$ cat config.mk
export PLATFORM = sky130hd
export DESIGN_NAME = awp_mul
export DESIGN_NICKNAME = d
export VERILOG_FILES = /design/src/rtl/awp_pkg.sv /design/src/rtl/awp_mul.sv
export VERILOG_INCLUDE_DIRS = /design/src /design/src/rtl
export SDC_FILE = /design/constraint.sdc
export NUM_CORES = 2
export LEC_CHECK = 0
export BUFFER_PORTS_ARGS = -buffer_cell sky130_fd_sc_hd__buf_2
export CAP_MARGIN = 20
export CELL_PAD_IN_SITES_DETAIL_PLACEMENT = 1
export CELL_PAD_IN_SITES_GLOBAL_PLACEMENT = 2
export CORE_MARGIN = 4
export CORE_UTILIZATION = 36
export CTS_BUF_LIST = sky130_fd_sc_hd__clkbuf_16
export CTS_CLUSTER_SIZE = 20
export DETAILED_ROUTE_END_ITERATION = 8
export PLACE_DENSITY = 0.79
export REMOVE_ABC_BUFFERS = 1
export SYNTH_ARGS = -nofsm -noshare
export SYNTH_HDL_FRONTEND = slang
export SYNTH_SLANG_ARGS = --single-unit
export TNS_END_PERCENT = 1
$ cat constraint.sdc
create_clock -name clock -period 10.42 [get_ports clock]
set_input_delay 1.042 -clock clock [delete_from_list [all_inputs] [get_ports clock]]
set_output_delay 1.042 -clock clock [all_outputs]
set_load 0.02 [all_outputs]
$ cat src/rtl/amortization_with_prepayment_assert.svh
// Assertion macros shared by the amortization RTL.
`ifndef AMORTIZATION_WITH_PREPAYMENT_ASSERT_SVH
`define AMORTIZATION_WITH_PREPAYMENT_ASSERT_SVH
`ifndef NO_ASSERTIONS
`define AWP_ASSERT_IMP(label, clk, rst, ante, cons) \
   label: assert property (@(posedge clk) disable iff (rst) (ante) |-> (cons)) \
      else $error("assertion failed");
`define AWP_ASSERT_NXT(label, clk, rst, ante, cons) \
   label: assert property (@(posedge clk) disable iff (rst) (ante) |=> (cons)) \
      else $error("assertion failed");
`else
`define AWP_ASSERT_IMP(label, clk, rst, ante, cons)
`define AWP_ASSERT_NXT(label, clk, rst, ante, cons)
`endif
`endif

$ cat src/rtl/awp_pkg.sv
// Types and constants of the amortization block.
`timescale 1ns / 1ps
package awp_pkg;
   localparam int MONEY_BITS = 48;
   localparam int RATE_BITS  = 32;
   localparam int TERM_BITS  = 10;
   localparam int WIDE_BITS  = 64;
   localparam int HALF_BITS  = WIDE_BITS / 2;
   localparam int RSP_BITS   = 240;

   typedef logic [WIDE_BITS-1:0]   wide_type;
   typedef logic [2*WIDE_BITS-1:0] dwide_type;
   typedef logic [MONEY_BITS-1:0]  money_type;
   typedef logic [RATE_BITS-1:0]   rate_type;
   typedef logic [TERM_BITS-1:0]   term_type;

   localparam logic [1:0] CSR_PRINCIPAL = 2'd0;
   localparam logic [1:0] CSR_RATE      = 2'd1;
   localparam logic [1:0] CSR_TERM      = 2'd2;

   localparam rate_type  Q31_ONE    = rate_type'(64'h8000_0000);
   localparam wide_type  Q62_ONE    = 64'h4000_0000_0000_0000;
   localparam wide_type  Q60_ONE    = 64'h1000_0000_0000_0000;
   localparam money_type MONEY_MAX  = '1;
   localparam term_type  TERM_RESET = term_type'(360);
   // floor(x / 12) for any 32-bit x is (x * DIV12_MUL) >> 35
   localparam wide_type  DIV12_MUL  = 64'h0000_0000_AAAA_AAAB;
endpackage

$ cat src/rtl/awp_mul.sv
// Shared 64x64 multiplier built from one 32x32 multiplier applied to four partial products in turn.
`timescale 1ns / 1ps
`include "amortization_with_prepayment_assert.svh"
module awp_mul (
   input  logic               clock,
   input  logic               reset,
   input  logic               start,
   input  awp_pkg::wide_type  a,
   input  awp_pkg::wide_type  b,
   output logic               done,
   output awp_pkg::dwide_type prod
);
   import awp_pkg::*;

   wide_type  a_ff, b_ff;
   dwide_type acc_ff;
   logic [1:0] step_ff;
   logic       run_ff, done_ff;
   logic [HALF_BITS-1:0] a_half, b_half;
   wide_type  pp;
   logic [1:0] sh;
   dwide_type pp_sh;

   // Select halves and align the partial product
   always_comb begin
      a_half = step_ff[1] ? a_ff[WIDE_BITS-1:HALF_BITS] : a_ff[HALF_BITS-1:0];
      b_half = step_ff[0] ? b_ff[WIDE_BITS-1:HALF_BITS] : b_ff[HALF_BITS-1:0];
      pp     = wide_type'(a_half) * wide_type'(b_half);
      sh     = {1'b0, step_ff[1]} + {1'b0, step_ff[0]};
      pp_sh  = dwide_type'(pp) << (32'(sh) * 32'(HALF_BITS));
   end

   // Sequence the four partial products
   always_ff @(posedge clock) begin
      if (reset) begin
         run_ff  <= 1'b0;
         done_ff <= 1'b0;
         step_ff <= '0;
      end else begin
         done_ff <= 1'b0;
         if (start) begin
            run_ff  <= 1'b1;
            step_ff <= '0;
         end else if (run_ff) begin
            step_ff <= step_ff + 2'd1;
            if (step_ff == 2'd3) begin
               run_ff  <= 1'b0;
               done_ff <= 1'b1;
            end
         end
      end
   end

   // Latch operands and accumulate
   always_ff @(posedge clock) begin
      if (start) begin
         a_ff   <= a;
         b_ff   <= b;
         acc_ff <= '0;
      end else if (run_ff) begin
         acc_ff <= acc_ff + pp_sh;
      end
   end

   assign done = done_ff;
   assign prod = acc_ff;

   `AWP_ASSERT_IMP(a_mul_no_restart, clock, reset, start, !run_ff)
endmodule

==> results.md <==
Status:
- The run finished, with violations left.
- The checks that failed: setup timing.

Synth:
- The synthesized-area fraction occupied by ao, oa, aoi and oai cells came to 0.106.
- The commonest register cell after synthesis is sky130_fd_sc_hd__dfxtp_1.
- Of the total synthesized cell area, the portion taken by XOR and XNOR cells is 0.0289.
- Counting flops and latches in the post-synthesis netlist gives 260.
- The share of synthesized area in the top cell type comes to 0.351.
- The mean instance size in the synthesized netlist is 8.65 sq um.
- The cell count after synthesis is 5911.
- By area the synthesized netlist is led by sky130_fd_sc_hd__fa_1, sky130_fd_sc_hd__ha_1, sky130_fd_sc_hd__edfxtp_1.
- After synthesis, the largest family of logic cells by area is adder cells.
- Among all cell types in the netlist, the one instantiated most often is sky130_fd_sc_hd__inv_1.
- Ranked by instance count, the synthesized netlist is headed by sky130_fd_sc_hd__inv_1, sky130_fd_sc_hd__fa_1, sky130_fd_sc_hd__nor2_1.
- Of all cell types, the one taking the most synthesized area is sky130_fd_sc_hd__fa_1.
- Yosys mapped the design onto 93 distinct sky130hd cell types.
- For this run, the register share of the synthesized area comes to 0.127.
- Counting flops with a built-in enable in the synthesized netlist gives 128.
- Of the total synthesized cell area, the portion taken by full adders, half adders and majority gates is 0.447.
- The mux contribution to synthesized area is 0.0429.
- The simple-gate portion of the synthesized area is 0.158.
- The synthesized netlist occupies a cell area of 51200 sq um.
- Counting flops with an async set or reset pin after synthesis yields a share of 0.
- The Yosys step of the flow raised 0 warnings.

Clock tree:
- The cell chosen for the clock root is sky130_fd_sc_hd__clkbuf_16.
- No sink is reached through more buffers than the 3 on the longest clock path.
- Counting the buffers created by CTS gives 38.
- After clock tree synthesis, the clock-pin slew on the worst setup and hold paths is 0.06 ns.
- CTS built an H-tree with a depth of 2.
- The clock network latency to the later pin of the worst-skew pair is 0.64 ns.
- The number of sinks handled by clock tree synthesis is 260.
- The TritonCTS clock tree is done.

Layout:
- The share of layout cells above drive strength 1 is 0.262.
- Counting the fill cells in the layout gives 16700.
- The final net count is 8606.
- The growth of design area from synthesis to finish is 29.8%.
- The cell area after layout is 66400 sq um.
- After the flow finishes, the layout carries non-filler instances totaling 9109.

STA:
- After routing, the total negative slack on setup checks comes to -23.28 ns.
- Setup repair after global routing could not meet its margin everywhere.
- Of the available clock period, the critical path in the final layout requires 1.07.
- The relative slew slack is 0.389.
- The final count of pins violating max slew is 0.
- The final hold violation count is 0.
- The clock arrives with 0.0504 ns of skew.
- The transition at the pin with the smallest max-transition slack is 0.917 ns.
- The final critical-path required period is 11.14 ns.
- In the post-route analysis, the smallest setup slack over all paths is -0.718 ns.
- The highest achievable clock rate is 89.8 MHz.
- Setup violations remaining at the end of the flow were counted as 71.

Floorplanning:
- The number of I/O pins is 260.
- The full die area is 148000 sq um.
- The initial utilization of the core area, before any placement, comes to 0.362.
- The die is 385 um wide.
- In this run the standard cell core region covers 141000 sq um.
- The number of core rows is 138.
- The die boundary height is 385 um.

Setup path:
- The launch instance of the worst register-to-register path is step_ff[1]$_SDFFE_PP0P_.
- The number of cells on the worst reg-to-reg path is 42.
- The end of the worst register-to-register path is prod[127]$_SDFFE_PP0P_.
- The critical path data arrival time is 11.66 ns.
- In this run the worst path has a maximum fanout of 23.
- The worst register-to-register path has a setup slack of -0.72 ns.
- The kind of launch point of the worst setup path is a register.
- The endpoint kind of the worst setup timing path is a register.
- The worst endpoint required time is 10.94 ns.
- The slowest stage of the critical path belongs to the cell sky130_fd_sc_hd__fa_1.
- The largest single stage delay on the critical path is 0.64 ns.
- The most frequent cell on the critical path is sky130_fd_sc_hd__fa_1.
- The type of the worst setup path is reg -> reg.

Global route:
- Entering global routing, the biggest net connects 107 pins.
- The first global-routing pass estimated 336000 um of wire.
- The number of antenna violations at the first check in global routing came to 12.
- The remaining global-route overflow is 0.
- The number of global-route vias before repair is 53200.
- The total routing usage reported by global routing is 0.302.

Placed design:
- The port buffer count is 259.
- The post-placement setup slack is -1.41 ns.
- Including well taps, the total number of placed cells is 9023.
- Once detailed placement completed, the half-perimeter wirelength came to 194000 um.
- The routability-driven placement congestion ratio is 0.979.
- The total cell area at the placement stage is 64100 sq um.

Detailed routing:
- In the routed layout, each cell is associated on average with a via count of 5.25.
- For this block, the via count after detailed routing is 47800.
- The remaining routing DRC violations is 0.
- The average wire per cell in the routed design is 24.5 um.
- The final routed wirelength across all metal layers is 224000 um.
- The count of nets left with antenna violations once routing finished came out at 0.
- Before antenna repair, the detailed router went through 5 iterations.
- The violation count after the first detailed-routing iteration is 2877.

Worst hold path:
- The class of the tightest hold or removal check is reg -> reg.
- The start point of the worst min-delay path is prod[66]$_SDFFE_PP0P_.
- Counting instances, the worst hold path has a depth of 2.
- The path with the worst hold slack has its endpoint at prod[66]$_SDFFE_PP0P_.

Run:
- Max-cap violations in this run came to 0.
[sequential cells by signal, summed over array words and instances (netlist names)]
signal	cells
a_ff	64
step_ff	2
b_ff	64
prod	128
run_ff	1
done	1
[kinds of logic (layout without fill, tap and decap cells)]
family,after synthesis,count (layout)
AO/OA/AOI/OAI,866,866
XOR/XNOR,169,169
adder cells (fa/ha/maj),1288,1288
buffers and inverters,1210,2513
flip-flops,260,260
multiplexers,211,211
other,0,5
AND/OR/NAND/NOR,1907,1907
[how the worst max path moves through the flow]
stage | startpoint | to
after floorplan | step_ff[0]$_SDFFE_PP0P_ | prod[127]$_SDFFE_PP0P_
after global placement | step_ff[1]$_SDFFE_PP0P_ | prod[127]$_SDFFE_PP0P_
after detailed placement | step_ff[1]$_SDFFE_PP0P_ | prod[120]$_SDFFE_PP0P_
after CTS | step_ff[1]$_SDFFE_PP0P_ | prod[127]$_SDFFE_PP0P_
after global routing | step_ff[1]$_SDFFE_PP0P_ | prod[127]$_SDFFE_PP0P_
final | step_ff[1]$_SDFFE_PP0P_ | prod[127]$_SDFFE_PP0P_
[worst max-delay path, delay by kind of cell, from the launching register on]
| kind | cells | cell delay, ns |
|---|---|---|
| buffers and inverters | 8 | 1.18 |
| AND/OR/NAND/NOR | 8 | 1.51 |
| flip-flops | 1 | 0.37 |
| AO/OA/AOI/OAI | 12 | 2.32 |
| multiplexers | 3 | 0.69 |
| adder cells (fa/ha/maj) | 10 | 4.80 |
| XOR/XNOR | 1 | 0.15 |
[stage by stage]
step | hold WS [ns] | util
finish | 0.493 | 0.470
global route | 0.537 | 0.469
CTS | 0.497 | 0.467
detailed placement | 0.488 | 0.453
global placement | 0.475 | 0.453
floorplan | 0.552 | -
[area by class of cell]
| cell class | instances | area, sq um | area share |
|---|---|---|---|
| flip-flops and latches | 260 | 6500 | 0.0979 |
| multi-input cells | 4441 | 41100 | 0.618 |
| well taps | 1890 | 2360 | 0.0356 |
| diodes | 5 | 12.5 | 0.000188 |
| clock buffers | 38 | 951 | 0.0143 |
| repair buffers | 1544 | 11800 | 0.178 |
| inverters | 902 | 3390 | 0.0510 |
| clock inverters | 29 | 297 | 0.00447 |
[cell usage in the layout (no fill, tap or decap), types with 39 or more instances in the layout]
cell                       count
sky130_fd_sc_hd__dfxtp_1     129
sky130_fd_sc_hd__nand4_1      99
sky130_fd_sc_hd__mux2i_1      96
sky130_fd_sc_hd__fa_1        886
sky130_fd_sc_hd__nor2_1      850
sky130_fd_sc_hd__and2_1       51
sky130_fd_sc_hd__buf_12       64
sky130_fd_sc_hd__mux2i_2      39
sky130_fd_sc_hd__a21oi_1     247
sky130_fd_sc_hd__buf_2       258
sky130_fd_sc_hd__buf_4      1211
sky130_fd_sc_hd__nand2_1     667
sky130_fd_sc_hd__o21bai_1     51
sky130_fd_sc_hd__edfxtp_1    128
sky130_fd_sc_hd__inv_1       907
sky130_fd_sc_hd__xnor2_1      97
sky130_fd_sc_hd__xor2_1       66
sky130_fd_sc_hd__mux2_2       61
sky130_fd_sc_hd__ha_1        378
sky130_fd_sc_hd__o21ai_0     157
sky130_fd_sc_hd__nand3_1      50
sky130_fd_sc_hd__a21o_1       94
[metal layers]
metal / up-vias / part of all wire / global-route usage
met5: - / 0.00015 / 0
met3: 348 / 0.060 / 0.0448
li1: 21500 / - / -
met1: 24700 / 0.42 / 0.391
met2: 1324 / 0.48 / 0.515
met4: 6 / 0.045 / 0.109
[timing repair]
action                                  in CTS  in global routing
endpoints found under the setup margin      90                 94
buffers inserted                             9                  4
pin swaps                                   22                 16
cloned                                       1                  0
resized for setup                          112                 96
hold buffers                                 0                  0
Power is left out: the tool's default activity adds up to more than one toggle a clock period on the data nets, which glitch-free logic cannot reach.
