### config.mk
export PLATFORM = sky130hd
export DESIGN_NAME = awp_div
export DESIGN_NICKNAME = d
export VERILOG_FILES = /design/src/rtl/awp_pkg.sv /design/src/rtl/awp_div.sv
export VERILOG_INCLUDE_DIRS = /design/src /design/src/rtl
export SDC_FILE = /design/constraint.sdc
export NUM_CORES = 1
export LEC_CHECK = 0
export BUFFER_PORTS_ARGS = -buffer_cell sky130_fd_sc_hd__buf_4
export CAP_MARGIN = 20
export CORE_ASPECT_RATIO = 0.9
export CORE_UTILIZATION = 40
export CTS_CLUSTER_SIZE = 12
export DETAILED_ROUTE_END_ITERATION = 7
export SETUP_SLACK_MARGIN = 0.1
export SKIP_LAST_GASP = 1
export SYNTH_ARGS = -nofsm -noshare
export SYNTH_HDL_FRONTEND = slang
export SYNTH_SLANG_ARGS = --single-unit
### constraint.sdc
create_clock -name clock -period 7.6 [get_ports clock]
set_input_delay 1.9 -clock clock [delete_from_list [all_inputs] [get_ports clock]]
set_output_delay 1.9 -clock clock [all_outputs]
set_load 0.05 [all_outputs]
### src/rtl/amortization_with_prepayment_assert.svh
// Assertion macros shared by the amortization RTL.
`ifndef AMORTIZATION_WITH_PREPAYMENT_ASSERT_SVH
`define AMORTIZATION_WITH_PREPAYMENT_ASSERT_SVH
`ifndef NO_ASSERTIONS
`define AWP_ASSERT_IMP(label, clk, rst, ante, cons) \
   label: assert property (@(posedge clk) disable iff (rst) (ante) |-> (cons)) \
      else $error("assertion failed");
`define AWP_ASSERT_NXT(label, clk, rst, ante, cons) \
   label: assert property (@(posedge clk) disable iff (rst) (ante) |=> (cons)) \
      else $error("assertion failed");
`else
`define AWP_ASSERT_IMP(label, clk, rst, ante, cons)
`define AWP_ASSERT_NXT(label, clk, rst, ante, cons)
`endif
`endif

### src/rtl/awp_pkg.sv
// Types and constants of the amortization block.
`timescale 1ns / 1ps
package awp_pkg;
   localparam int MONEY_BITS = 48;
   localparam int RATE_BITS  = 32;
   localparam int TERM_BITS  = 10;
   localparam int WIDE_BITS  = 64;
   localparam int HALF_BITS  = WIDE_BITS / 2;
   localparam int RSP_BITS   = 240;

   typedef logic [WIDE_BITS-1:0]   wide_type;
   typedef logic [2*WIDE_BITS-1:0] dwide_type;
   typedef logic [MONEY_BITS-1:0]  money_type;
   typedef logic [RATE_BITS-1:0]   rate_type;
   typedef logic [TERM_BITS-1:0]   term_type;

   localparam logic [1:0] CSR_PRINCIPAL = 2'd0;
   localparam logic [1:0] CSR_RATE      = 2'd1;
   localparam logic [1:0] CSR_TERM      = 2'd2;

   localparam rate_type  Q31_ONE    = rate_type'(64'h8000_0000);
   localparam wide_type  Q62_ONE    = 64'h4000_0000_0000_0000;
   localparam wide_type  Q60_ONE    = 64'h1000_0000_0000_0000;
   localparam money_type MONEY_MAX  = '1;
   localparam term_type  TERM_RESET = term_type'(360);
   // floor(x / 12) for any 32-bit x is (x * DIV12_MUL) >> 35
   localparam wide_type  DIV12_MUL  = 64'h0000_0000_AAAA_AAAB;
endpackage

### src/rtl/awp_div.sv
// Shared restoring divider, 128 by 64 bits, one quotient bit per cycle.
`timescale 1ns / 1ps
`include "amortization_with_prepayment_assert.svh"
module awp_div (
   input  logic              clock,
   input  logic              reset,
   input  logic              start,
   input  awp_pkg::wide_type hi,
   input  awp_pkg::wide_type lo,
   input  awp_pkg::wide_type d,
   output logic              done,
   output awp_pkg::wide_type q
);
   import awp_pkg::*;

   wide_type rem_ff, lo_ff, q_ff, d_ff;
   logic [5:0] cnt_ff;
   logic run_ff, done_ff;
   logic carry, take;
   wide_type shifted;

   // One restoring step
   always_comb begin
      carry   = rem_ff[WIDE_BITS-1];
      shifted = {rem_ff[WIDE_BITS-2:0], lo_ff[WIDE_BITS-1]};
      take    = carry || (shifted >= d_ff);
   end

   // Control: saturate at once when the quotient overflows
   always_ff @(posedge clock) begin
      if (reset) begin
         run_ff  <= 1'b0;
         done_ff <= 1'b0;
         cnt_ff  <= '0;
      end else begin
         done_ff <= 1'b0;
         if (start) begin
            cnt_ff <= '0;
            if (hi >= d) begin
               done_ff <= 1'b1;
            end else begin
               run_ff <= 1'b1;
            end
         end else if (run_ff) begin
            cnt_ff <= cnt_ff + 6'd1;
            if (cnt_ff == 6'd63) begin
               run_ff  <= 1'b0;
               done_ff <= 1'b1;
            end
         end
      end
   end

   // Datapath
   always_ff @(posedge clock) begin
      if (start) begin
         rem_ff <= hi;
         lo_ff  <= lo;
         d_ff   <= d;
         q_ff   <= (hi >= d) ? '1 : '0;
      end else if (run_ff) begin
         rem_ff <= take ? shifted - d_ff : shifted;
         lo_ff  <= {lo_ff[WIDE_BITS-2:0], 1'b0};
         q_ff   <= {q_ff[WIDE_BITS-2:0], take};
      end
   end

   assign done = done_ff;
   assign q    = q_ff;

   `AWP_ASSERT_NXT(a_div_done_idle, clock, reset, done_ff, !run_ff)
endmodule
==> results of run 1 <==
==> logic make-up after synthesis <==
group                    after synthesis  synth area share [%]
AO/OA/AOI/OAI                        488                  18.9
flip-flops                           264                  47.0
multiplexers                          77                  5.09
buffers and inverters                240                  6.17
AND/OR/NAND/NOR                      352                  10.1
adder cells (fa/ha/maj)              130                  9.80
XOR/XNOR                              54                  2.84
==> final cells by class <==
type	instances	area, um^2
repair buffers	268	2050
inverters	158	593
clock inverters	20	256
diodes	3	7.51
well taps	540	676
flip-flops and latches	264	7850
fillers	3804	20900
multi-input cells	1101	7810
clock buffers	38	802
==> flip-flops by register name (all words and copies together) (netlist names) <==
register,flops
d_ff,64
lo_ff,64
q,64
rem_ff,64
cnt_ff,6
done,1
run_ff,1
==> placed cells by master, fill, tap and decap left out, types with 16 or more instances in the layout <==
cell type  synthesis  layout
nor2_1            89      89
a31oi_1           16      16
edfxtp_1         256     256
mux2_2            63      63
buf_4              3     265
o21ai_1           33      33
clkbuf_16          0      31
o21a_1            80      80
xor2_1            27      27
nand2_1          116     115
nand4_1           40      40
a21o_1            55      55
a21oi_1          138     138
nor3_1            23      23
ha_1             129     129
xnor2_1           27      27
o21ai_0           73      73
inv_1            157     157
==> layer usage <==
metal / wire length (um) / up-vias
met5: 0 / -
met4: 1050 / 0
met3: 2680 / 56
met2: 19700 / 344
met1: 20800 / 6071
li1: - / 6325
==> path summary, 6_finish.rpt <==
| path | start | cells past startpoint | slack, ns | end |
|---|---|---|---|---|
| hold reg to reg | cnt_ff[5] | 2 | 0.50 | cnt_ff[5] |
| setup reg to reg | rem_ff[18] | 11 | 3.02 | rem_ff[63] |
| setup / recovery | d[45] | 13 | 2.39 | q[24] |
| hold / removal | cnt_ff[5] | 2 | 0.50 | cnt_ff[5] |
==> worst register-to-register path, stage by stage (launching register included) <==
cell,delay [ns]
edfxtp_1,0.42
ha_1,0.43
a21oi_1,0.32
o211ai_1,0.15
a21boi_1,0.23
a21boi_0,0.17
o31ai_1,0.53
a211o_2,0.85
inv_2,0.51
nand2_1,0.41
a211oi_1,0.08
a31o_2,0.25
==> power groups by stage <==
stage / sequential [mW] / clock (mW) / combinational, mW
after detailed placement: 2.05 / 0 / 2.50
after global placement: 2.05 / 0 / 2.48
final: 2.02 / 1.58 / 2.52
after global routing: 2.05 / 1.67 / 2.79
after floorplan: 2.18 / 0 / 1.78
after CTS: 2.02 / 1.62 / 2.52
==> per-stage QoR <==
step,cells,hold WS [ns]
2_1_floorplan,1605,0.458
3_3_place_gp,2330,0.479
3_5_place_dp,2330,0.491
4_1_cts,2388,0.500
5_1_grt,2391,0.532
6_report,2392,0.504
==> flow_metrics.tcl, run 1 <==
set metrics [dict create \
    use_met3_pct 3.83 \
    fmax_mhz 192 \
    synth_area_leader_cell "edfxtp_1" \
    yosysTopAreaCellShare_pct 46.1 \
    synthCells 1605 \
    tightest_slew_ns 0.965 \
    vias 12800 \
    synth-seq-area-share_pct 47.0 \
    stdcell_area_mm2 0.0200 \
    period_minus_slack_ns 5.21 \
    pwr-share-seq_pct 33.1 \
    synth-edff-count 256 \
    max_stage_delay_ns 0.81 \
    fp.dieArea_mm2 0.0425 \
    ios 260 \
    synth_ff_type "edfxtp_1" \
    tritoncts "built" \
    h-tree-depth 1 \
    grtUsageMet2_pct 31.8 \
    drt_iter0_markers 910 \
    crit_chain "buf_4 > inv_1 > ha_1 > nand4_1 > nor4_1 > nand2_1 > nor4_1 > o211ai_1 > o21ai_1 > or3_1 > or2_2 > buf_4 > o21a_1" \
    cts_made_buffers 31 \
    grt_pass1_wl_um 69200 \
    synth_area_mm2 0.0167 \
    slowest_stage "nor4_1" \
    start_util_pct 40.8 \
    hp-class "register to register" \
    yosys.cell_count.top_type "edfxtp_1" \
    gr-total-overflow 0 \
    worst-path-buf-inv 3 \
    hpwl_um 32600 \
    grt_max_degree 145 \
    final_layout_size_suffix_gt1_share_pct 21.8 \
    yosysWarnings 0 \
    routed_wl_um 44300 \
    drv_cap 0 \
    synthArstFlopShare_pct 0 \
    swShare_pct 37.6 \
    synth.distinct_cells 77 \
    nNetsFinal 2149 \
    grt_most_used_layer "met2" \
    track_usage_pct 20.5 \
    die_w_um 217 \
    yosys-top-cells-count "edfxtp_1, inv_1, a21oi_1, ha_1, nand2_1" \
    p_leak_nw 8.57 \
    remaining_drc_errors 0 \
    portBuffers 259 \
    crit_path_start_kind "input pin" \
    p_comb_share_pct 41.2 \
    required_ns 8.04 \
    cp-end-kind "register" \
    postRouteAntennaNets 0 \
    worstSetupPathType "input pin to register" \
    finalCritPeriodShare_pct 68.6 \
    max-slew-margin-rel_pct 35.7 \
    peakVddDrop_uv 216 \
    p_int_mw 3.82 \
    cts.path.max_buffers 3 \
    rsz0062_at_grt "no" \
    antenna_found_initial 4 \
    gp_congestion 0.928 \
    synthesis.nets 1930 \
    die_h_um 196 \
    root_buffer "clkbuf_16" \
    hold_viol 0 \
    clock_power_share_pct 25.7 \
    cts_hold_buf 0 \
    grt.met1_usage_pct 29.3 \
    postPlaceCellArea_mm2 0.0190 \
    post-place-ws_ns 1.79 \
    p_switching_mw 2.31 \
    viasPerCell 5.35 \
    path_clk_slew_ns 0.06 \
    synth.avg_cell_area_um2 10.4 \
    synth.area.top_cells "edfxtp_1, ha_1, mux2_2" \
    power_density_mw_per_mm2 306 \
    core-area_mm2 0.0409 \
    crit_fanout 34 \
    ys_seq_elements 264 \
    synthToLayoutAreaGrowth_pct 20.2 \
    post_cts_buffers 0 \
    power_mw 6.12 \
    status "finished, final reports clean" \
    cts.sinks 264 \
    skew_ns 0.0119 \
    cts_resized 0 \
    drt-wirelength-per-cell_um 18.5 \
    cpLargestDelayFamily "simple AND/OR/NAND/NOR gates" \
    utilization_pct 49.0 \
    clock_latency_ns 0.58 \
    firstDrtPassIters 5 \
    rows 70 \
    arrival_ns 5.65 \
    grt_pass1_vias 12600 \
    slew_viol_final 0 \
    setup_viol 0 \
    fin_tns_setup_ns 0 \
    final.setup.worst_slack_ns 2.39 \
]
Note: power is estimated with default switching activity, not from simulation.
==> run 2, diff against run 1 <==
==> constraint.sdc (replaced) <==
create_clock -name clock -period 4.4 [get_ports clock]
set_input_delay 1.1 -clock clock [delete_from_list [all_inputs] [get_ports clock]]
set_output_delay 1.1 -clock clock [all_outputs]
set_load 0.05 [all_outputs]
==> run 2 against run 1 <==
  * Clock skew rose by 0.012 ns
  * Die area did not move
  * Global-route usage rose by 0.25 points
  * Wire length rose by 0.51%
  * Non-clock buffer count rose by 15
  * Final area rose by 0.13%
  * Critical path type is now register to register
  * Critical path depth rose by 1
  * Worst setup slack got worse by 1.8 ns
  * Sequential cell count did not move
  * Cell count rose by 0.38%
  * Hold slack improved by 0.0022 ns
  * Clock-buffer cell count did not move
==> flow_metrics.tcl, run 2 (same netlist as run 1, synthesis figures left out) <==
set metrics [dict create \
    gr-total-overflow 0 \
    rsz0062_at_grt "no" \
    clock_latency_ns 0.57 \
    required_ns 4.71 \
    period_minus_slack_ns 3.84 \
    max-slew-margin-rel_pct 30.4 \
    grt_max_degree 178 \
    layout_common_cells "buf_4, edfxtp_1, inv_1" \
    h-tree-depth 1 \
    viasPerCell 5.38 \
    ios 260 \
    pwr-share-seq_pct 33.6 \
    start_util_pct 40.8 \
    hpwl_um 33200 \
    diodes 0 \
    grt_pass1_wl_um 70100 \
    p_switching_mw 3.99 \
    p_leak_nw 8.60 \
    remaining_drc_errors 0 \
    die_h_um 196 \
    p_comb_share_pct 42.7 \
    utilization_pct 49.1 \
    antenna_found_initial 1 \
    rows 70 \
    track_usage_pct 20.8 \
    routed_wl_um 44500 \
    worstSetupPathType "register to register" \
    skew_ns 0.0234 \
    drt-wirelength-per-cell_um 18.5 \
    swShare_pct 38.3 \
    postRouteAntennaNets 0 \
    drt_iter0_markers 923 \
    fin_tns_setup_ns 0 \
    cts_hold_buf 0 \
    finalCritPeriodShare_pct 87.2 \
    crit_fanout 19 \
    slew_viol_final 0 \
    cp-end-kind "register" \
    tritoncts "built" \
    cts_made_buffers 31 \
    fp.dieArea_mm2 0.0425 \
    hold_viol 0 \
    cts.sinks 264 \
    post_cts_buffers 0 \
    drv_cap 0 \
    tightest_slew_ns 1.04 \
    root_buffer "clkbuf_16" \
    die_w_um 217 \
    final_layout_size_suffix_gt1_share_pct 22.4 \
    status "finished, final reports clean" \
    core-area_mm2 0.0409 \
    path_clk_slew_ns 0.06 \
    gp_congestion 0.913 \
    firstDrtPassIters 5 \
    clock_power_share_pct 23.6 \
    nNetsFinal 2164 \
    arrival_ns 4.15 \
    fmax_mhz 261 \
    crit_path_start_kind "register" \
    grt_pass1_vias 12800 \
    cts_resized 0 \
    peakVddDrop_uv 284 \
    power_density_mw_per_mm2 519 \
    hp-class "register to register" \
    setup_viol 0 \
    p_int_mw 6.42 \
    layout_commonest_cell "buf_4" \
    cts.path.max_buffers 3 \
    portBuffers 259 \
    vias 12900 \
    synthToLayoutAreaGrowth_pct 20.3 \
]
## run 2: power by group through the flow
stage               combinational (mW)  clock, mW  sequential (mW)
floorplan                         3.08          0             3.75
global placement                  4.36          0             3.54
detailed placement                4.41          0             3.54
CTS                               4.43       2.53             3.50
global route                      4.91       2.62             3.55
finish                            4.45       2.46             3.50
## run 2: metal layers
| layer | routed length, um | global-route usage, % |
|---|---|---|
| met5 | 0 | 0 |
| met3 | 2720 | 3.94 |
| met2 | 19900 | 32.0 |
| met4 | 951 | 4.83 |
| met1 | 20900 | 30.0 |
## run 2: per-stage QoR
step / cells / power [mW] / cell area (um^2) / hold slack (ns) / setup slack (ns)
final: 2401 / 10.4 / 20100 / 0.506 / 0.562
after global routing: 2401 / 11.1 / 20100 / 0.528 / 0.322
after CTS: 2401 / 10.5 / 20100 / 0.500 / 0.583
after detailed placement: 2346 / 7.95 / 19100 / 0.491 / 0.0702
after global placement: 2346 / 7.90 / 19100 / 0.475 / 0.0861
after floorplan: 1605 / 6.83 / 16700 / 0.458 / 0.771
## run 2: final cells by class
| cell class | instances | area, um^2 |
|---|---|---|
| well taps | 540 | 676 |
| multi-input cells | 1101 | 7820 |
| inverters | 158 | 593 |
| flip-flops and latches | 264 | 7850 |
| fillers | 3849 | 20800 |
| repair buffers | 283 | 2180 |
| clock buffers | 38 | 802 |
| clock inverters | 17 | 150 |
## run 2: critical path: stages, from the launching register on
cell      delay [ns]
edfxtp_1        0.40
inv_1           0.06
ha_1            0.23
fa_1            0.41
nand2b_1        0.18
a21oi_1         0.32
o21ai_0         0.26
a21oi_1         0.30
o31ai_1         0.15
a211o_2         0.49
inv_2           0.09
buf_4           0.30
and3_1          0.20
mux2i_1         0.06
o311a_1         0.12
## run 2: path summary, 6_finish.rpt
path,start,end,slack (ns),cells after the start
setup reg to reg,lo_ff[63],rem_ff[45],0.56,14
hold reg to reg,cnt_ff[5],cnt_ff[5],0.51,2
setup / recovery,lo_ff[63],rem_ff[45],0.56,14
hold / removal,cnt_ff[5],cnt_ff[5],0.51,2
==> run 3, diff against run 2 <==
--- a/config.mk
+++ b/config.mk
@@ -6,6 +6,7 @@
 export SDC_FILE = /design/constraint.sdc
 export NUM_CORES = 1
 export LEC_CHECK = 0
+export ABC_AREA = 1
 export BUFFER_PORTS_ARGS = -buffer_cell sky130_fd_sc_hd__buf_4
 export CAP_MARGIN = 20
 export CORE_ASPECT_RATIO = 0.9
==> run 3 against run 2 <==
  * Cell count is 49% higher
  * Combinational power is 6.1% higher
  * Clock skew is 0.017 ns higher
  * Sequential power hardly changed
  * Largest power group unchanged
==> flow_metrics.tcl, run 3 <==
set metrics [dict create \
    status "finished, final reports clean" \
    clock_latency_ns 0.60 \
    die_h_um 209 \
    remaining_drc_errors 0 \
    drv_cap 0 \
    hp-class "register to register" \
    h-tree-depth 1 \
    required_ns 4.75 \
    firstDrtPassIters 6 \
    crit_fanout 36 \
    tritoncts "built" \
    gr-total-overflow 0 \
    highest_layer "met4" \
    final_layout_size_suffix_gt1_share_pct 12.2 \
    layout_commonest_cell "nand2_1" \
    drt-wirelength-per-cell_um 16.5 \
    met2_length_um 26400 \
    crit_path_start_kind "register" \
    root_buffer "clkbuf_16" \
    synth_area_leader_cell "edfxtp_1" \
    rows 75 \
    slew_viol_final 0 \
    r2r.worst_path.cells 17 \
    grt_pass1_vias 17100 \
    ios 260 \
    synthArstFlopShare_pct 0 \
    placed_cells 3531 \
    nNetsFinal 3271 \
    grt_pass1_wl_um 92800 \
    synth-edff-count 256 \
    peakVddDrop_uv 353 \
    ys_seq_elements 264 \
    wl_met1_um 27500 \
    track_usage_pct 24.7 \
    die_w_um 232 \
    hold_viol 0 \
    cts_hold_buf 0 \
    postRouteAntennaNets 0 \
    synth_area_mm2 0.0190 \
    yosys-top-cells-count "nand2_1, inv_1, edfxtp_1, ha_1, nor2_1" \
    cts.sinks 264 \
    synth_ff_type "edfxtp_1" \
    gp_congestion 0.951 \
    skew_ns 0.0400 \
    max-slew-margin-rel_pct 42.8 \
    fmax_mhz 302 \
    cts_resized 0 \
    synthCells 2697 \
    reg2reg_setup_slack_ns 1.09 \
    setup_viol 0 \
    synthesis.nets 3022 \
    yosys.cell_count.top_type "nand2_1" \
    worstSetupPathType "register to register" \
    antenna_found_initial 2 \
    finalCritPeriodShare_pct 75.2 \
    synth-seq-area-share_pct 41.4 \
    post_cts_buffers 0 \
    cts.path.max_buffers 3 \
    yosysWarnings 0 \
    postPlaceCellArea_mm2 0.0216 \
    tightest_slew_ns 0.857 \
    yosysTopAreaCellShare_pct 40.5 \
    drt_iter0_markers 1281 \
    path_clk_slew_ns 0.06 \
    wl_met3_um 4250 \
    finalNonFillerCells 3583 \
    p_leak_nw 12.3 \
    period_minus_slack_ns 3.31 \
    synth.avg_cell_area_um2 7.03 \
    routed_wl_um 59200 \
    synthToLayoutAreaGrowth_pct 18.3 \
    layout_common_cells "nand2_1, inv_1, buf_4" \
    stdcell_area_mm2 0.0225 \
    cts_made_buffers 29 \
    start_util_pct 40.6 \
    rsz0062_at_grt "no" \
    core-area_mm2 0.0467 \
    arrival_ns 3.66 \
    portBuffers 259 \
    vias 17200 \
    synth.area.top_cells "edfxtp_1, nand2_1, inv_1" \
    power_density_mw_per_mm2 467 \
    grt_max_degree 88 \
    hpwl_um 47300 \
    viasPerCell 4.81 \
    cp-end-kind "register" \
    fin_tns_setup_ns 0 \
    fp.dieArea_mm2 0.0483 \
    synth.distinct_cells 38 \
    hold_path_depth 2 \
]
## run 3: logic make-up (layout without fill, tap and decap cells)
group | Yosys count | in the layout | share of synthesized area, %
buffers and inverters | 557 | 826 | 11.3
AND/OR/NAND/NOR | 1625 | 1625 | 34.7
other | 0 | 1 | 0
XOR/XNOR | 32 | 32 | 1.48
adder cells (fa/ha/maj) | 130 | 130 | 8.61
AO/OA/AOI/OAI | 89 | 89 | 2.48
flip-flops | 264 | 264 | 41.4
## run 3: per-stage QoR
step	power, mW	setup WS, ns	hold WS, ns	utilization (%)
floorplan	6.75	0.209	0.442	-
global placement	8.15	0.510	0.464	46.2
detailed placement	8.20	0.871	0.484	46.2
CTS	10.6	1.06	0.490	48.0
global route	11.3	0.870	0.525	48.0
finish	10.5	1.09	0.489	48.0
## run 3: metal layers
metal | vias to the layer above | global-route usage (%)
met5 | - | 0
met4 | 0 | 4.54
met3 | 60 | 4.69
met2 | 411 | 39.9
met1 | 7965 | 34.5
li1 | 8800 | -
## run 3: where the power goes
part / internal [mW] / total (mW) / switching [mW]
logic: 1.53 / 4.72 / 3.18
registers: 3.27 / 3.47 / 0.197
clock network: 1.26 / 2.30 / 1.04
## run 3: worst max-delay path, cell delays in order, from the launching register on
cell      delay (ns)
edfxtp_1        0.39
ha_1            0.23
fa_1            0.42
inv_1           0.09
nand3_1         0.11
nand2_4         0.13
nand2_2         0.06
nand2_2         0.10
nand2_2         0.06
nand2_2         0.09
nand2_2         0.07
nand3_2         0.07
nand2_4         0.24
nand2_2         0.24
buf_4           0.35
nand3_1         0.21
nand2_1         0.12
nand2_1         0.05
## run 3: worst paths after layout
kind | startpoint | endpoint
max reg2reg | d_ff[0] | rem_ff[53]
max | d_ff[0] | rem_ff[53]
min | lo_ff[56] | lo_ff[57]
min reg2reg | lo_ff[56] | lo_ff[57]
## run 3: final cells by class
type                    count  area, um^2
well taps                 616         771
fillers                  4807       24300
clock inverters            16         115
diodes                      1        2.50
clock buffers              35         748
repair buffers            276        2100
inverters                 499        1880
multi-input cells        1876        8990
flip-flops and latches    264        7850
